<file path="config.mk">
export PLATFORM = sky130hd
export DESIGN_NAME = mse_word_unit
export DESIGN_NICKNAME = d
export VERILOG_FILES = /design/src/rtl/core/mse_pkg.sv /design/src/rtl/core/mse_word_unit.sv
export SDC_FILE = /design/constraint.sdc
export NUM_CORES = 1
export LEC_CHECK = 0
export BUFFER_PORTS_ARGS = -buffer_cell sky130_fd_sc_hd__buf_2
export CORE_UTILIZATION = 59
export DETAILED_ROUTE_END_ITERATION = 10
export GPL_TIMING_DRIVEN = 0
export PLACE_DENSITY = 0.88
export SLEW_MARGIN = 20
export SYNTH_ARGS = -nofsm -noshare
export SYNTH_HDL_FRONTEND = slang
export SYNTH_SLANG_ARGS = --single-unit
</file>
<file path="constraint.sdc">
create_clock -name vclk -period 6.8
set_clock_uncertainty 0.1 [all_clocks]
set_input_delay 0.34 -clock vclk [all_inputs]
set_output_delay 0.34 -clock vclk [all_outputs]
set_load 0.03 [all_outputs]
</file>
<file path="src/rtl/core/mse_pkg.sv">
// ----------------------------------------------------------------------------
// Multi-set bitmap engine package
// Sizes, field types, operation codes and the structs that pass between the
// controller, the word unit and the set memory.
// ----------------------------------------------------------------------------
package mse_pkg;

    // Geometry of the set storage.
    localparam int NUM_SETS  = 8;
    localparam int MAX_IDS   = 1024;
    localparam int WORD_BITS = 32;
    localparam int WPS       = (MAX_IDS + WORD_BITS - 1) / WORD_BITS;
    localparam int DEPTH     = NUM_SETS * WPS;

    // Field widths of the request and result.
    localparam int OP_W  = 4;
    localparam int SET_W = 3;
    localparam int ID_W  = 10;
    localparam int CNT_W = 10;

    // Derived widths.
    localparam int BIT_W   = $clog2(WORD_BITS);
    localparam int WIDX_W  = $clog2(WPS);
    localparam int SETA_W  = $clog2(NUM_SETS);
    localparam int ADDR_W  = SETA_W + WIDX_W;
    localparam int ACC_W   = $clog2(MAX_IDS + 1);
    localparam int PCNT_W  = $clog2(WORD_BITS + 1);
    localparam int CNT_MAX = (1 << CNT_W) - 1;

    // Operation codes.
    typedef enum logic [OP_W-1:0] {
        OP_INSERT  = 4'd0,
        OP_REMOVE  = 4'd1,
        OP_TEST    = 4'd2,
        OP_CLEAR   = 4'd3,
        OP_LOWEST  = 4'd4,
        OP_EXTRACT = 4'd5,
        OP_COUNT   = 4'd6,
        OP_UNION   = 4'd7,
        OP_DIFF    = 4'd8,
        OP_INTER   = 4'd9,
        OP_NEXT    = 4'd10
    } op_t;

    // Controller states.
    typedef enum logic [1:0] {
        ST_INIT,
        ST_IDLE,
        ST_STREAM,
        ST_RESP
    } state_t;

    // Request transfer payload.
    typedef struct packed {
        logic [OP_W-1:0]  op;
        logic [SET_W-1:0] set_a;
        logic [SET_W-1:0] set_b;
        logic [ID_W-1:0]  element;
    } req_t;

    // Result transfer payload.
    typedef struct packed {
        logic             hit;
        logic [ID_W-1:0]  member_id;
        logic [CNT_W-1:0] member_count;
        logic             bad_id;
    } rsp_t;

    // Controls from the controller to the word unit.
    typedef struct packed {
        op_t              op;
        logic             first;
        logic [BIT_W-1:0] offset;
        logic [BIT_W-1:0] bit_sel;
    } wu_ctl_t;

    // Results of the word unit for the word on the memory output.
    typedef struct packed {
        logic [WORD_BITS-1:0] merged;
        logic                 found;
        logic [BIT_W-1:0]     low_idx;
        logic [PCNT_W-1:0]    pcnt;
        logic                 bit_hit;
    } wu_res_t;

    // Memory port commands from the controller.
    typedef struct packed {
        logic                 we;
        logic [ADDR_W-1:0]    waddr;
        logic [WORD_BITS-1:0] wdata;
        logic [ADDR_W-1:0]    raddr_a;
        logic [ADDR_W-1:0]    raddr_b;
    } ram_cmd_t;

endpackage

</file>
<file path="src/rtl/core/mse_word_unit.sv">
// ----------------------------------------------------------------------------
// Multi-set bitmap word unit
// Works on one word from each read port: lowest set bit at or above a start
// offset, population count, single-bit test and the read-modify-write value.
// ----------------------------------------------------------------------------
module mse_word_unit import mse_pkg::*; (
    input  logic [WORD_BITS-1:0] word_a,
    input  logic [WORD_BITS-1:0] word_b,
    input  wu_ctl_t              ctl,
    output wu_res_t              res
);

    localparam int NBYTES = WORD_BITS / 8;
    localparam logic [WORD_BITS-1:0] ONES = '1;
    localparam logic [WORD_BITS-1:0] M1   = {(WORD_BITS / 2){2'b01}};
    localparam logic [WORD_BITS-1:0] M2   = {(WORD_BITS / 4){4'b0011}};
    localparam logic [WORD_BITS-1:0] M4   = {(WORD_BITS / 8){8'h0F}};

    logic [WORD_BITS-1:0] mask;
    logic [WORD_BITS-1:0] masked;
    logic [WORD_BITS-1:0] lowbit;
    logic [WORD_BITS-1:0] onehot;
    logic [WORD_BITS-1:0] v1;
    logic [WORD_BITS-1:0] v2;
    logic [WORD_BITS-1:0] v4;
    logic [BIT_W-1:0]     low_idx;
    logic [PCNT_W-1:0]    pcnt;

    // Lowest member at or above the start offset in the first word.
    always_comb begin
        mask    = ctl.first ? (ONES << ctl.offset) : ONES;
        masked  = word_a & mask;
        lowbit  = masked & (~masked + WORD_BITS'(1));
        low_idx = '0;
        for (int k = 0; k < WORD_BITS; k++) begin
            if (lowbit[k]) begin
                low_idx = low_idx | BIT_W'(k);
            end
        end
    end

    // Population count: pair, nibble and byte sums, then a short byte adder.
    always_comb begin
        v1   = word_a - ((word_a >> 1) & M1);
        v2   = (v1 & M2) + ((v1 >> 2) & M2);
        v4   = (v2 + (v2 >> 4)) & M4;
        pcnt = '0;
        for (int j = 0; j < NBYTES; j++) begin
            pcnt = pcnt + PCNT_W'(v4[j*8 +: 8]);
        end
    end

    assign onehot = WORD_BITS'(1) << ctl.bit_sel;

    // Value written back for each operation.
    always_comb begin
        res.found   = masked != '0;
        res.low_idx = low_idx;
        res.pcnt    = pcnt;
        res.bit_hit = (word_a & onehot) != '0;
        case (ctl.op)
            OP_INSERT:  res.merged = word_a | onehot;
            OP_REMOVE:  res.merged = word_a & ~onehot;
            OP_CLEAR:   res.merged = '0;
            OP_EXTRACT: res.merged = word_a & ~lowbit;
            OP_UNION:   res.merged = word_a | word_b;
            OP_DIFF:    res.merged = word_a & ~word_b;
            OP_INTER:   res.merged = word_a & word_b;
            default:    res.merged = word_a;
        endcase
    end

endmodule

</file>
==> impl_metrics.tcl <==
set metrics [dict create \
    grt_use_total_pct 46.8 \
    worstPathRequired_ps 6360 \
    fmax_mhz 155 \
    design.seq.count 0 \
    hold_class "in -> out" \
    setup_viol 0 \
    route.detailed.wl_per_inst_um 21.4 \
    yosysWarnings 0 \
    dieWidth_um 101 \
    first_pass_iters 8 \
    synth_top_area_cell "ha_1" \
    finish.utilization_pct 69.8 \
    place_ws_ps 330 \
    synth_compound_area_share_pct 34.5 \
    die_area_um2 10100 \
    antenna_found_initial 0 \
    rsz0062_at_grt "false" \
    dpl.cell_count 1130 \
    leakagePower_nw 2.93 \
    ioPinCount 124 \
    drv_slew 0 \
    synth_cells 884 \
    grt_pass1_vias 6820 \
    synthesis.area_um2 5740 \
    synth_top_family_by_area "compound AO/OA/AOI/OAI gates" \
    setup_tns_ps 0 \
    grt_max_degree 11 \
    yosysSeqAreaShare_pct 0 \
    synth_area_leaders "ha_1 (14%), a21oi_1 (9.3%), o21ai_0 (7.4%)" \
    syn_to_final_growth_pct 13.3 \
    dpl_cell_area_um2 6500 \
    cap_violations 0 \
    synthMuxAreaShare_pct 0.523 \
    antenna_left 0 \
    p_total_mw 2.37 \
    fin_crit_ps 6430 \
    critical_path_peak_fanout 8 \
    ir_drop_mv 1.90 \
    slew-limit-headroom_pct 11.0 \
    drive_gt1_share_pct 14.9 \
    yosys.area_share.simple_pct 25.0 \
    status "finished clean" \
    final_area_um2 6510 \
    std_cell_rows 35 \
    grt_pass1_wl_um 36500 \
    core_region_area_um2 9330 \
    drt-total-wl_um 24200 \
    die_y_um 101 \
    nFillCells 843 \
    seqCellArea_um2 0 \
    cts_setup_buffers 0 \
    period_share_pct 94.6 \
    startpoint_type "primary input" \
    worst_slew_pin_slew_ps 1320 \
    nNetsFinal 1164 \
    critical_path_arrival_ps 5990 \
    fin_cells 1130 \
    syn_avg_cell_area_um2 6.50 \
    p_per_area_nw_per_um2 364 \
    globalplace.congestion 1.07 \
    synth_top_area_share_pct 13.5 \
    final_hold_viol_count 0 \
    synth_nets 1045 \
    clock_buffer_count 0 \
    drt_iter0_drc 834 \
    vias 7665 \
    io_buffers 117 \
    min_delay_path_depth 4 \
    post-route-drc-count 0 \
    hold_slack_ps 1010 \
    initial_utilization_pct 61.6 \
    grt-ovfl-total 0 \
    endpoint_kind "primary output" \
    synth_xor_area_share_pct 9.30 \
    setup_slack_ps 367 \
    hpwl_um 19300 \
    crit_type "in -> out" \
    synth.distinct_cells 78 \
    synthAdderAreaFrac_pct 20.7 \
    antenna_cells 0 \
    viasPerCell 6.78 \
]
[power by group]
| group | leakage, nW | switching, mW | total [mW] | internal [mW] |
|---|---|---|---|---|
| sequential | 0 | 0 | 0 | 0 |
| clock | 0 | 0 | 0 | 0 |
| combinational | 2.93 | 1.53 | 2.37 | 0.834 |
[critical path, stage by stage]
cell and delay, ps:
buf_2 180, inv_1 80, ha_1 150, nor2b_1 280, o21ai_1 140, a211o_1 360
a211oi_4 380, nor2b_1 110, nor4_1 380, o21bai_1 130, xnor2_1 160, fa_1 600
fa_1 440, fa_1 500, fa_1 500, inv_1 70, ha_1 180, inv_1 70
fa_1 400, nor2b_1 150, o21ai_0 110, nand2b_1 80, buf_2 190
[Yosys cell counts, types with 9 or more instances]
| cell | instances |
|---|---|
| a21oi_1 | 107 |
| nand3_1 | 25 |
| nor2b_1 | 9 |
| o21ai_0 | 85 |
| o22ai_1 | 10 |
| inv_1 | 77 |
| nor3_1 | 16 |
| nand4_1 | 12 |
| xor2_1 | 17 |
| nand2_1 | 91 |
| o211ai_1 | 11 |
| ha_1 | 62 |
| and3_1 | 11 |
| nor2_1 | 49 |
| nor4_1 | 10 |
| clkbuf_1 | 41 |
| nand2b_1 | 15 |
| xnor2_1 | 44 |
| fa_1 | 20 |
[kinds of logic (layout without fill, tap and decap cells)]
logic type / Yosys count / count (layout)
AOI/OAI and AO/OA: 319 / 319
xor gates and xnor gates: 61 / 61
adders and majority gates: 83 / 83
buffers and inverters: 137 / 254
muxes: 3 / 3
and+or+nand+nor: 281 / 281
[what timing repair did]
item | CTS | global route
hold endpoints to repair | 0 | 0
hold buffers | 0 | 0
setup endpoints to repair | 0 | 2
gates resized for setup | 0 | 1
[path summary, 6_finish.rpt]
| path | start | end | slack (ps) |
|---|---|---|---|
| max | word_a[0] | res[6] | 370 |
| min | word_b[4] | res[17] | 1010 |
[cell usage in the layout, fill, tap and decap left out, types with 6 or more instances in the layout]
cell type  count
o22ai_1       10
nand2b_1      15
o31ai_1        8
and3_1        11
a211oi_1       8
xor2_1        17
nand3_1       25
nor4_1        10
o21ai_0       85
or3_1          6
nor3_1        15
a21o_1         7
o211ai_1      11
nand4_1       12
nor2b_1        9
clkbuf_1      41
nand2_1       91
nor2_1        49
a31oi_1        8
buf_2        121
a21oi_1      107
inv_1         77
xnor2_1       44
and2_1         7
fa_1          20
ha_1          62
[metal layers]
| layer | global-route usage [%] | routed length [µm] | up-vias | part of all wire [%] |
|---|---|---|---|---|
| met1 | 61.6 | 9110 | 3423 | 38 |
| met3 | 12.6 | 3760 | 135 | 16 |
| met2 | 71.5 | 9910 | 668 | 41 |
| li1 | - | - | 3439 | - |
| met5 | 0 | 0 | - | 0 |
| met4 | 20.4 | 1380 | 0 | 5.7 |
[area by class of cell]
type / instances / area, µm² / area share (%)
multi-input combinational: 747 / 5190 / 79.7
timing repair buffer: 117 / 586 / 9.00
inverter: 78 / 293 / 4.50
buffer: 59 / 280 / 4.31
tap: 129 / 161 / 2.48
Power figures use the tool's default switching activity.
