## config.mk

```make
export PLATFORM = sky130hd
export DESIGN_NAME = mse_ctrl
export DESIGN_NICKNAME = d
export VERILOG_FILES = /design/src/rtl/core/mse_pkg.sv /design/src/rtl/core/mse_ctrl.sv
export SDC_FILE = /design/constraint.sdc
export NUM_CORES = 1
export LEC_CHECK = 0
export BUFFER_PORTS_ARGS = -buffer_cell sky130_fd_sc_hd__buf_2
export CAP_MARGIN = 20
export CORE_MARGIN = 1.5
export CORE_UTILIZATION = 51
export DETAILED_ROUTE_END_ITERATION = 10
export PLACE_DENSITY = 0.77
export SLEW_MARGIN = 20
export SYNTH_ARGS = -nofsm -noshare
export SYNTH_HDL_FRONTEND = slang
export SYNTH_SLANG_ARGS = --single-unit
```

## constraint.sdc

```tcl
create_clock -name aclk -period 2.7 [get_ports aclk]
set_clock_uncertainty 0.2 [all_clocks]
set_input_delay 0.27 -clock aclk [delete_from_list [all_inputs] [get_ports aclk]]
set_output_delay 0.27 -clock aclk [all_outputs]
set_load 0.005 [all_outputs]
```

## src/rtl/core/mse_pkg.sv

```systemverilog
// ----------------------------------------------------------------------------
// Multi-set bitmap engine package
// Sizes, field types, operation codes and the structs that pass between the
// controller, the word unit and the set memory.
// ----------------------------------------------------------------------------
package mse_pkg;

    // Geometry of the set storage.
    localparam int NUM_SETS  = 8;
    localparam int MAX_IDS   = 1024;
    localparam int WORD_BITS = 32;
    localparam int WPS       = (MAX_IDS + WORD_BITS - 1) / WORD_BITS;
    localparam int DEPTH     = NUM_SETS * WPS;

    // Field widths of the request and result.
    localparam int OP_W  = 4;
    localparam int SET_W = 3;
    localparam int ID_W  = 10;
    localparam int CNT_W = 10;

    // Derived widths.
    localparam int BIT_W   = $clog2(WORD_BITS);
    localparam int WIDX_W  = $clog2(WPS);
    localparam int SETA_W  = $clog2(NUM_SETS);
    localparam int ADDR_W  = SETA_W + WIDX_W;
    localparam int ACC_W   = $clog2(MAX_IDS + 1);
    localparam int PCNT_W  = $clog2(WORD_BITS + 1);
    localparam int CNT_MAX = (1 << CNT_W) - 1;

    // Operation codes.
    typedef enum logic [OP_W-1:0] {
        OP_INSERT  = 4'd0,
        OP_REMOVE  = 4'd1,
        OP_TEST    = 4'd2,
        OP_CLEAR   = 4'd3,
        OP_LOWEST  = 4'd4,
        OP_EXTRACT = 4'd5,
        OP_COUNT   = 4'd6,
        OP_UNION   = 4'd7,
        OP_DIFF    = 4'd8,
        OP_INTER   = 4'd9,
        OP_NEXT    = 4'd10
    } op_t;

    // Controller states.
    typedef enum logic [1:0] {
        ST_INIT,
        ST_IDLE,
        ST_STREAM,
        ST_RESP
    } state_t;

    // Request transfer payload.
    typedef struct packed {
        logic [OP_W-1:0]  op;
        logic [SET_W-1:0] set_a;
        logic [SET_W-1:0] set_b;
        logic [ID_W-1:0]  element;
    } req_t;

    // Result transfer payload.
    typedef struct packed {
        logic             hit;
        logic [ID_W-1:0]  member_id;
        logic [CNT_W-1:0] member_count;
        logic             bad_id;
    } rsp_t;

    // Controls from the controller to the word unit.
    typedef struct packed {
        op_t              op;
        logic             first;
        logic [BIT_W-1:0] offset;
        logic [BIT_W-1:0] bit_sel;
    } wu_ctl_t;

    // Results of the word unit for the word on the memory output.
    typedef struct packed {
        logic [WORD_BITS-1:0] merged;
        logic                 found;
        logic [BIT_W-1:0]     low_idx;
        logic [PCNT_W-1:0]    pcnt;
        logic                 bit_hit;
    } wu_res_t;

    // Memory port commands from the controller.
    typedef struct packed {
        logic                 we;
        logic [ADDR_W-1:0]    waddr;
        logic [WORD_BITS-1:0] wdata;
        logic [ADDR_W-1:0]    raddr_a;
        logic [ADDR_W-1:0]    raddr_b;
    } ram_cmd_t;

endpackage

```

## src/rtl/core/mse_ctrl.sv

```systemverilog
// ----------------------------------------------------------------------------
// Multi-set bitmap controller
// Takes requests, walks the words of a set through the memory, writes
// modified words back and registers the result transfer.
// ----------------------------------------------------------------------------
module mse_ctrl import mse_pkg::*; (
    input  logic     aclk,
    input  logic     aresetn,
    input  logic     s_valid,
    output logic     s_ready,
    input  req_t     s_data,
    output logic     m_valid,
    input  logic     m_ready,
    output rsp_t     m_data,
    output ram_cmd_t ram_cmd,
    output wu_ctl_t  wu_ctl,
    input  wu_res_t  wu_res
);

    localparam logic [WIDX_W-1:0] LAST_WIDX = WIDX_W'(WPS - 1);
    localparam logic [ADDR_W-1:0] LAST_ADDR = ADDR_W'(DEPTH - 1);

    state_t             state_reg, state_next;
    req_t               req_reg, req_next;
    logic [WIDX_W-1:0]  start_idx_reg, start_idx_next;
    logic [WIDX_W-1:0]  end_idx_reg, end_idx_next;
    logic [BIT_W-1:0]   off_reg, off_next;
    logic [WIDX_W-1:0]  rd_idx_reg, rd_idx_next;
    logic               rd_act_reg, rd_act_next;
    logic               pend_reg, pend_next;
    logic [WIDX_W-1:0]  pend_idx_reg, pend_idx_next;
    logic [ACC_W-1:0]   acc_reg, acc_next;
    rsp_t               rsp_reg, rsp_next;
    logic               m_valid_reg, m_valid_next;
    rsp_t               m_data_reg, m_data_next;
    logic [ADDR_W-1:0]  init_cnt_reg, init_cnt_next;

    // Request decode signals.
    op_t                in_op;
    logic               in_el_ok;
    logic               in_sets_ok;
    logic [ID_W:0]      nstart;
    logic               nstart_ok;
    logic [WIDX_W-1:0]  el_widx;
    logic [WIDX_W-1:0]  nstart_widx;
    logic               go;
    op_t                cur_op;
    logic               last;
    logic               out_free;

    assign in_op       = op_t'(s_data.op);
    assign in_el_ok    = (s_data.element != '0) && (32'(s_data.element) < MAX_IDS);
    assign in_sets_ok  = (32'(s_data.set_a) < NUM_SETS) &&
                         (!(in_op == OP_UNION || in_op == OP_DIFF || in_op == OP_INTER) ||
                          (32'(s_data.set_b) < NUM_SETS));
    assign nstart      = {1'b0, s_data.element} + (ID_W + 1)'(1);
    assign nstart_ok   = 32'(nstart) < MAX_IDS;
    assign el_widx     = WIDX_W'(s_data.element >> BIT_W);
    assign nstart_widx = WIDX_W'(nstart >> BIT_W);

    assign cur_op   = op_t'(req_reg.op);
    assign last     = pend_idx_reg == end_idx_reg;
    assign out_free = !m_valid_reg || m_ready;

    assign s_ready = state_reg == ST_IDLE;
    assign m_valid = m_valid_reg;
    assign m_data  = m_data_reg;

    // Word unit controls for the word now on the memory output.
    assign wu_ctl.op      = cur_op;
    assign wu_ctl.first   = pend_idx_reg == start_idx_reg;
    assign wu_ctl.offset  = off_reg;
    assign wu_ctl.bit_sel = req_reg.element[BIT_W-1:0];

    // Control registers.
    always_ff @(posedge aclk) begin
        if (!aresetn) begin
            state_reg    <= ST_INIT;
            rd_act_reg   <= 1'b0;
            pend_reg     <= 1'b0;
            m_valid_reg  <= 1'b0;
            init_cnt_reg <= '0;
        end else begin
            state_reg    <= state_next;
            rd_act_reg   <= rd_act_next;
            pend_reg     <= pend_next;
            m_valid_reg  <= m_valid_next;
            init_cnt_reg <= init_cnt_next;
        end
    end

    // Payload registers.
    always_ff @(posedge aclk) begin
        req_reg       <= req_next;
        start_idx_reg <= start_idx_next;
        end_idx_reg   <= end_idx_next;
        off_reg       <= off_next;
        rd_idx_reg    <= rd_idx_next;
        pend_idx_reg  <= pend_idx_next;
        acc_reg       <= acc_next;
        rsp_reg       <= rsp_next;
        m_data_reg    <= m_data_next;
    end

    // Next state, memory commands and results.
    always_comb begin
        state_next     = state_reg;
        req_next       = req_reg;
        start_idx_next = start_idx_reg;
        end_idx_next   = end_idx_reg;
        off_next       = off_reg;
        rd_idx_next    = rd_idx_reg;
        rd_act_next    = rd_act_reg;
        pend_next      = (state_reg == ST_STREAM) && rd_act_reg;
        pend_idx_next  = rd_idx_reg;
        acc_next       = acc_reg;
        rsp_next       = rsp_reg;
        m_valid_next   = m_valid_reg && !m_ready;
        m_data_next    = m_data_reg;
        init_cnt_next  = init_cnt_reg;
        go             = 1'b0;

        ram_cmd.we      = 1'b0;
        ram_cmd.waddr   = {SETA_W'(req_reg.set_a), pend_idx_reg};
        ram_cmd.wdata   = wu_res.merged;
        ram_cmd.raddr_a = {SETA_W'(req_reg.set_a), rd_idx_reg};
        ram_cmd.raddr_b = {SETA_W'(req_reg.set_b), rd_idx_reg};

        case (state_reg)
            // Zero every word of the memory after reset.
            ST_INIT: begin
                ram_cmd.we    = 1'b1;
                ram_cmd.waddr = init_cnt_reg;
                ram_cmd.wdata = '0;
                init_cnt_next = init_cnt_reg + ADDR_W'(1);
                if (init_cnt_reg == LAST_ADDR) begin
                    state_next = ST_IDLE;
                end
            end

            // Accept a request and set up the word range to walk.
            ST_IDLE: begin
                if (s_valid) begin
                    req_next       = s_data;
                    rsp_next       = '0;
                    acc_next       = '0;
                    pend_next      = 1'b0;
                    start_idx_next = '0;
                    end_idx_next   = LAST_WIDX;
                    off_next       = '0;
                    if (in_sets_ok) begin
                        case (in_op)
                            OP_INSERT: begin
                                if (s_data.element == '0) begin
                                    rsp_next.bad_id = 1'b1;
                                end else if (in_el_ok) begin
                                    go             = 1'b1;
                                    start_idx_next = el_widx;
                                    end_idx_next   = el_widx;
                                end
                            end
                            OP_REMOVE, OP_TEST: begin
                                if (in_el_ok) begin
                                    go             = 1'b1;
                                    start_idx_next = el_widx;
                                    end_idx_next   = el_widx;
                                end
                            end
                            OP_CLEAR, OP_COUNT, OP_UNION, OP_DIFF, OP_INTER: begin
                                go = 1'b1;
                            end
                            OP_LOWEST, OP_EXTRACT: begin
                                go       = 1'b1;
                                off_next = BIT_W'(1);
                            end
                            OP_NEXT: begin
                                if (nstart_ok) begin
                                    go             = 1'b1;
                                    start_idx_next = nstart_widx;
                                    off_next       = nstart[BIT_W-1:0];
                                end
                            end
                            default: begin
                                go = 1'b0;
                            end
                        endcase
                    end
                    rd_idx_next = start_idx_next;
                    rd_act_next = go;
                    state_next  = go ? ST_STREAM : ST_RESP;
                end
            end

            // Issue one read per cycle and process the word read last cycle.
            ST_STREAM: begin
                if (rd_act_reg) begin
                    rd_idx_next = rd_idx_reg + WIDX_W'(1);
                    if (rd_idx_reg == end_idx_reg) begin
                        rd_act_next = 1'b0;
                    end
                end
                if (pend_reg) begin
                    case (cur_op)
                        OP_INSERT, OP_REMOVE: begin
                            ram_cmd.we = 1'b1;
                            state_next = ST_RESP;
                        end
                        OP_TEST: begin
                            rsp_next.hit = wu_res.bit_hit;
                            state_next   = ST_RESP;
                        end
                        OP_CLEAR, OP_UNION, OP_DIFF, OP_INTER: begin
                            ram_cmd.we = 1'b1;
                            if (last) begin
                                state_next = ST_RESP;
                            end
                        end
                        OP_LOWEST, OP_EXTRACT, OP_NEXT: begin
                            if (wu_res.found) begin
                                rsp_next.hit       = 1'b1;
                                rsp_next.member_id = ID_W'({pend_idx_reg, wu_res.low_idx});
                                ram_cmd.we         = cur_op == OP_EXTRACT;
                                state_next         = ST_RESP;
                            end else if (last) begin
                                state_next = ST_RESP;
                            end
                        end
                        OP_COUNT: begin
                            acc_next = acc_reg + ACC_W'(wu_res.pcnt);
                            if (last) begin
                                rsp_next.hit          = acc_next != '0;
                                rsp_next.member_count = (32'(acc_next) > CNT_MAX) ?
                                                        CNT_W'(CNT_MAX) : CNT_W'(acc_next);
                                state_next            = ST_RESP;
                            end
                        end
                        default: begin
                            state_next = ST_RESP;
                        end
                    endcase
                end
            end

            // Hand the result to the output register once it is free.
            ST_RESP: begin
                if (out_free) begin
                    m_valid_next = 1'b1;
                    m_data_next  = rsp_reg;
                    state_next   = ST_IDLE;
                end
            end

            default: begin
                state_next = ST_IDLE;
            end
        endcase
    end

    // The memory is never written between requests.
    a_no_write_idle: assert property (@(posedge aclk) disable iff (!aresetn)
        state_reg == ST_IDLE |-> !ram_cmd.we)
        else $error("memory written while idle");

    // No request is taken during the clearing sweep.
    a_init_blocks: assert property (@(posedge aclk) disable iff (!aresetn)
        state_reg == ST_INIT |-> !s_ready)
        else $error("request taken during memory clear");

    // A request only ever modifies words of its own set.
    a_write_own_set: assert property (@(posedge aclk) disable iff (!aresetn)
        (state_reg == ST_STREAM && ram_cmd.we) |->
        ram_cmd.waddr[ADDR_W-1:WIDX_W] == SETA_W'(req_reg.set_a))
        else $error("write outside the addressed set");

    // A found member always comes with a hit.
    a_id_has_hit: assert property (@(posedge aclk) disable iff (!aresetn)
        (m_valid_reg && m_data_reg.member_id != '0) |-> m_data_reg.hit)
        else $error("member id without hit");

    // A finished result reaches the output register in the next cycle.
    a_resp_loads: assert property (@(posedge aclk) disable iff (!aresetn)
        (state_reg == ST_RESP && out_free) |=> (m_valid_reg && state_reg == ST_IDLE))
        else $error("result not loaded into output register");

endmodule

```

==> results.yml <==
clocking:
  cts_setup_buffers: 0
  clockBufferDepth: 2
  htree_num_levels: 3
  clk_pin_slew_ns: 0.11
  cts_root_buf: "clkbuf_8"
  cts_tree: "done"
  numCtsBuffers: 9
  clkSinkCount: 108
  clk_latency_ns: 0.37
critical_path:
  r2r_setup_slack_ns: 0.14
  worstReg2RegStart: "acc_reg[0]"
  worst_setup_path_end_kind: "flop"
  crit_required_ns: 2.63
  path_class: "reg2reg"
  start_kind: "flop"
  cp.arrival_ns: 2.49
  path_max_fanout: 7
  crit_start: "acc_reg[0]"
timing:
  maxSlewViolCount: 0
  rsz0062_at_grt: "no"
  max_freq_mhz: 391
  worst_slew_pin_slew_ns: 0.610
  setup_viol: 0
  period_needed_ns: 2.56
  tns_ns: 0
  slew_headroom_pct: 59.4
  setup_ws_ns: 0.142
  period_share_pct: 94.7
  hold_violations: 0
synthesis:
  yosysTopAreaCell: "edfxtp_1"
  yosys-top-cells-area: "edfxtp_1, dfxtp_1, nor2b_1"
  syn-instance-count: 442
  synth_top_cell_area_share_pct: 52.0
  synth_most_common_cell: "edfxtp_1"
  synth_ff_type: "edfxtp_1"
  synth_nets: 526
  async_flop_share_pct: 0
  synth_area_um2: 5200
  synth-seq-cells: 108
  ys_types: 55
  syn_avg_cell_area_um2: 11.8
  ys_seq_area_share_pct: 58.9
  synth_common_cells: "edfxtp_1, nor2_1, nor2b_1"
  synth_edf_count: 90
  synth_warnings: 0
drt:
  drt_iter0_drc: 235
  finalWirelength_um: 12300
  drtAntennaViolNets: 0
  drcViolationCount: 0
  dr_total_vias: 3988
  dr.pass1.iters: 4
  via_per_inst: 5.20
  routedWlPerCell_um: 16.0
run_status:
  status: "completed"
global_route:
  grt_max_degree: 33
  grt_usage_pct: 22.5
  antenna_found_initial: 0
  grt_pass1_vias: 3916
  grt_pass1_wl_um: 19200
  gr-total-overflow: 0
pwr:
  swShare_pct: 35.2
  seqPwrFrac_pct: 46.2
  power_density_nw_per_um2: 907
  p_clk_share_pct: 16.2
  leakagePower_uw: 0.00278
  combPwrFrac_pct: 37.6
  netSwitchingPower_uw: 2100
  vdd_drop_max_mv: 0.366
  p_int_uw: 3860
finish:
  fillers: 795
  nNetsFinal: 713
  drive_above_1_share_pct: 33.0
  area_delta_synth_final_pct: 26.3
  diodes: 0
placed_design:
  routabilityCongestion: 0.917
  place_ws_ns: 0.0354
  io_buffer_count: 164
  dp_hpwl_um: 9020
die:
  die-width_um: 104
  row_count: 36
  coreArea_um2: 9820
  die_h_um: 104
  dieArea_um2: 10800
  initial_core_util_pct: 53.0
  io_pins: 165
worst_hold_path:
  hold_start: "s_data[7]"
  hold_class: "in2reg"
flow_run:
  drv_cap: 0
[power groups by stage]
stage / combinational, uW / clock, uW / sequential, uW
floorplan: 1460 / 0 / 2680
global placement: 2110 / 0 / 2770
detailed placement: 2190 / 0 / 2790
CTS: 2230 / 977 / 2760
global route: 2460 / 1050 / 2800
finish: 2240 / 965 / 2750
[what timing repair did]
action,in CTS,in global routing
hold buffers,22,0
resized for setup,0,1
hold endpoints to repair,23,0
setup endpoints to repair,0,7
[kinds of logic after synthesis]
kind of cell / after synthesis / share of synthesized area [%]
AOI/OAI and AO/OA: 64 / 8.06
buffers and inverters: 37 / 3.22
xor gates and xnor gates: 36 / 6.21
muxes: 12 / 2.57
and+or+nand+nor: 170 / 17.3
adders and majority gates: 15 / 3.75
DFF: 108 / 58.9
[stage by stage]
| step | hold slack (ns) | total power, uW | instances | util [%] | instance area [um2] |
|---|---|---|---|---|---|
| final | 0.0450 | 5960 | 767 | 66.9 | 6570 |
| after global routing | 0.0353 | 6310 | 767 | 66.9 | 6570 |
| after CTS | 0.0274 | 5960 | 767 | 66.9 | 6570 |
| after detailed placement | 0.205 | 4990 | 729 | 62.7 | 6160 |
| after global placement | 0.201 | 4880 | 729 | 62.7 | 6160 |
| after floorplan | 0.169 | 4140 | 442 | - | 5200 |
[layer usage]
metal / vias up / global-route usage, % / wire length (um)
met4: 0 / 7.74 / 169
met2: 164 / 37.7 / 5940
li1: 1936 / - / -
met3: 14 / 5.33 / 874
met5: - / 0 / 0
met1: 1874 / 28.7 / 5290
[cell usage in the layout, fill, tap and decap left out, types with 9 or more instances in the layout]
cell | Yosys | final
nor2_1 | 36 | 36
inv_1 | 17 | 17
xnor2_1 | 19 | 19
a21oi_1 | 18 | 18
edfxtp_1 | 90 | 90
xor2_1 | 16 | 16
buf_4 | 5 | 9
dfxtp_1 | 18 | 18
ha_1 | 14 | 13
and2_1 | 12 | 12
buf_2 | 2 | 164
dlygate4sd3_1 | 0 | 22
nand3_1 | 13 | 13
nand2_1 | 28 | 28
mux2_2 | 11 | 11
o21ai_0 | 16 | 16
nor2b_1 | 36 | 35
clkbuf_8 | 0 | 9
[layout make-up]
| type | instances | area (um2) | area share, % |
|---|---|---|---|
| sequential | 108 | 3060 | 46.6 |
| clock inverter | 4 | 51.3 | 0.781 |
| tap | 133 | 166 | 2.53 |
| timing repair buffer | 195 | 1110 | 16.9 |
| inverter | 18 | 67.6 | 1.03 |
| clock buffer | 12 | 135 | 2.06 |
| multi-input combinational | 297 | 1980 | 30.1 |
[final timing paths]
path                    end  depth (start not counted)
min          end_idx_reg[2]                          2
min reg2reg      m_data[12]                          0
max              rsp_reg[9]                          9
max reg2reg      rsp_reg[9]                          9
[worst max-delay path: stages, from the launching register on]
cell	delay [ns]
edfxtp_1	0.34
ha_1	0.15
inv_1	0.05
fa_1	0.40
nor2b_1	0.18
o211ai_1	0.17
a21oi_1	0.28
xnor2_2	0.19
nand2b_2	0.25
o21ai_0	0.10
Power figures use the tool's default switching activity.
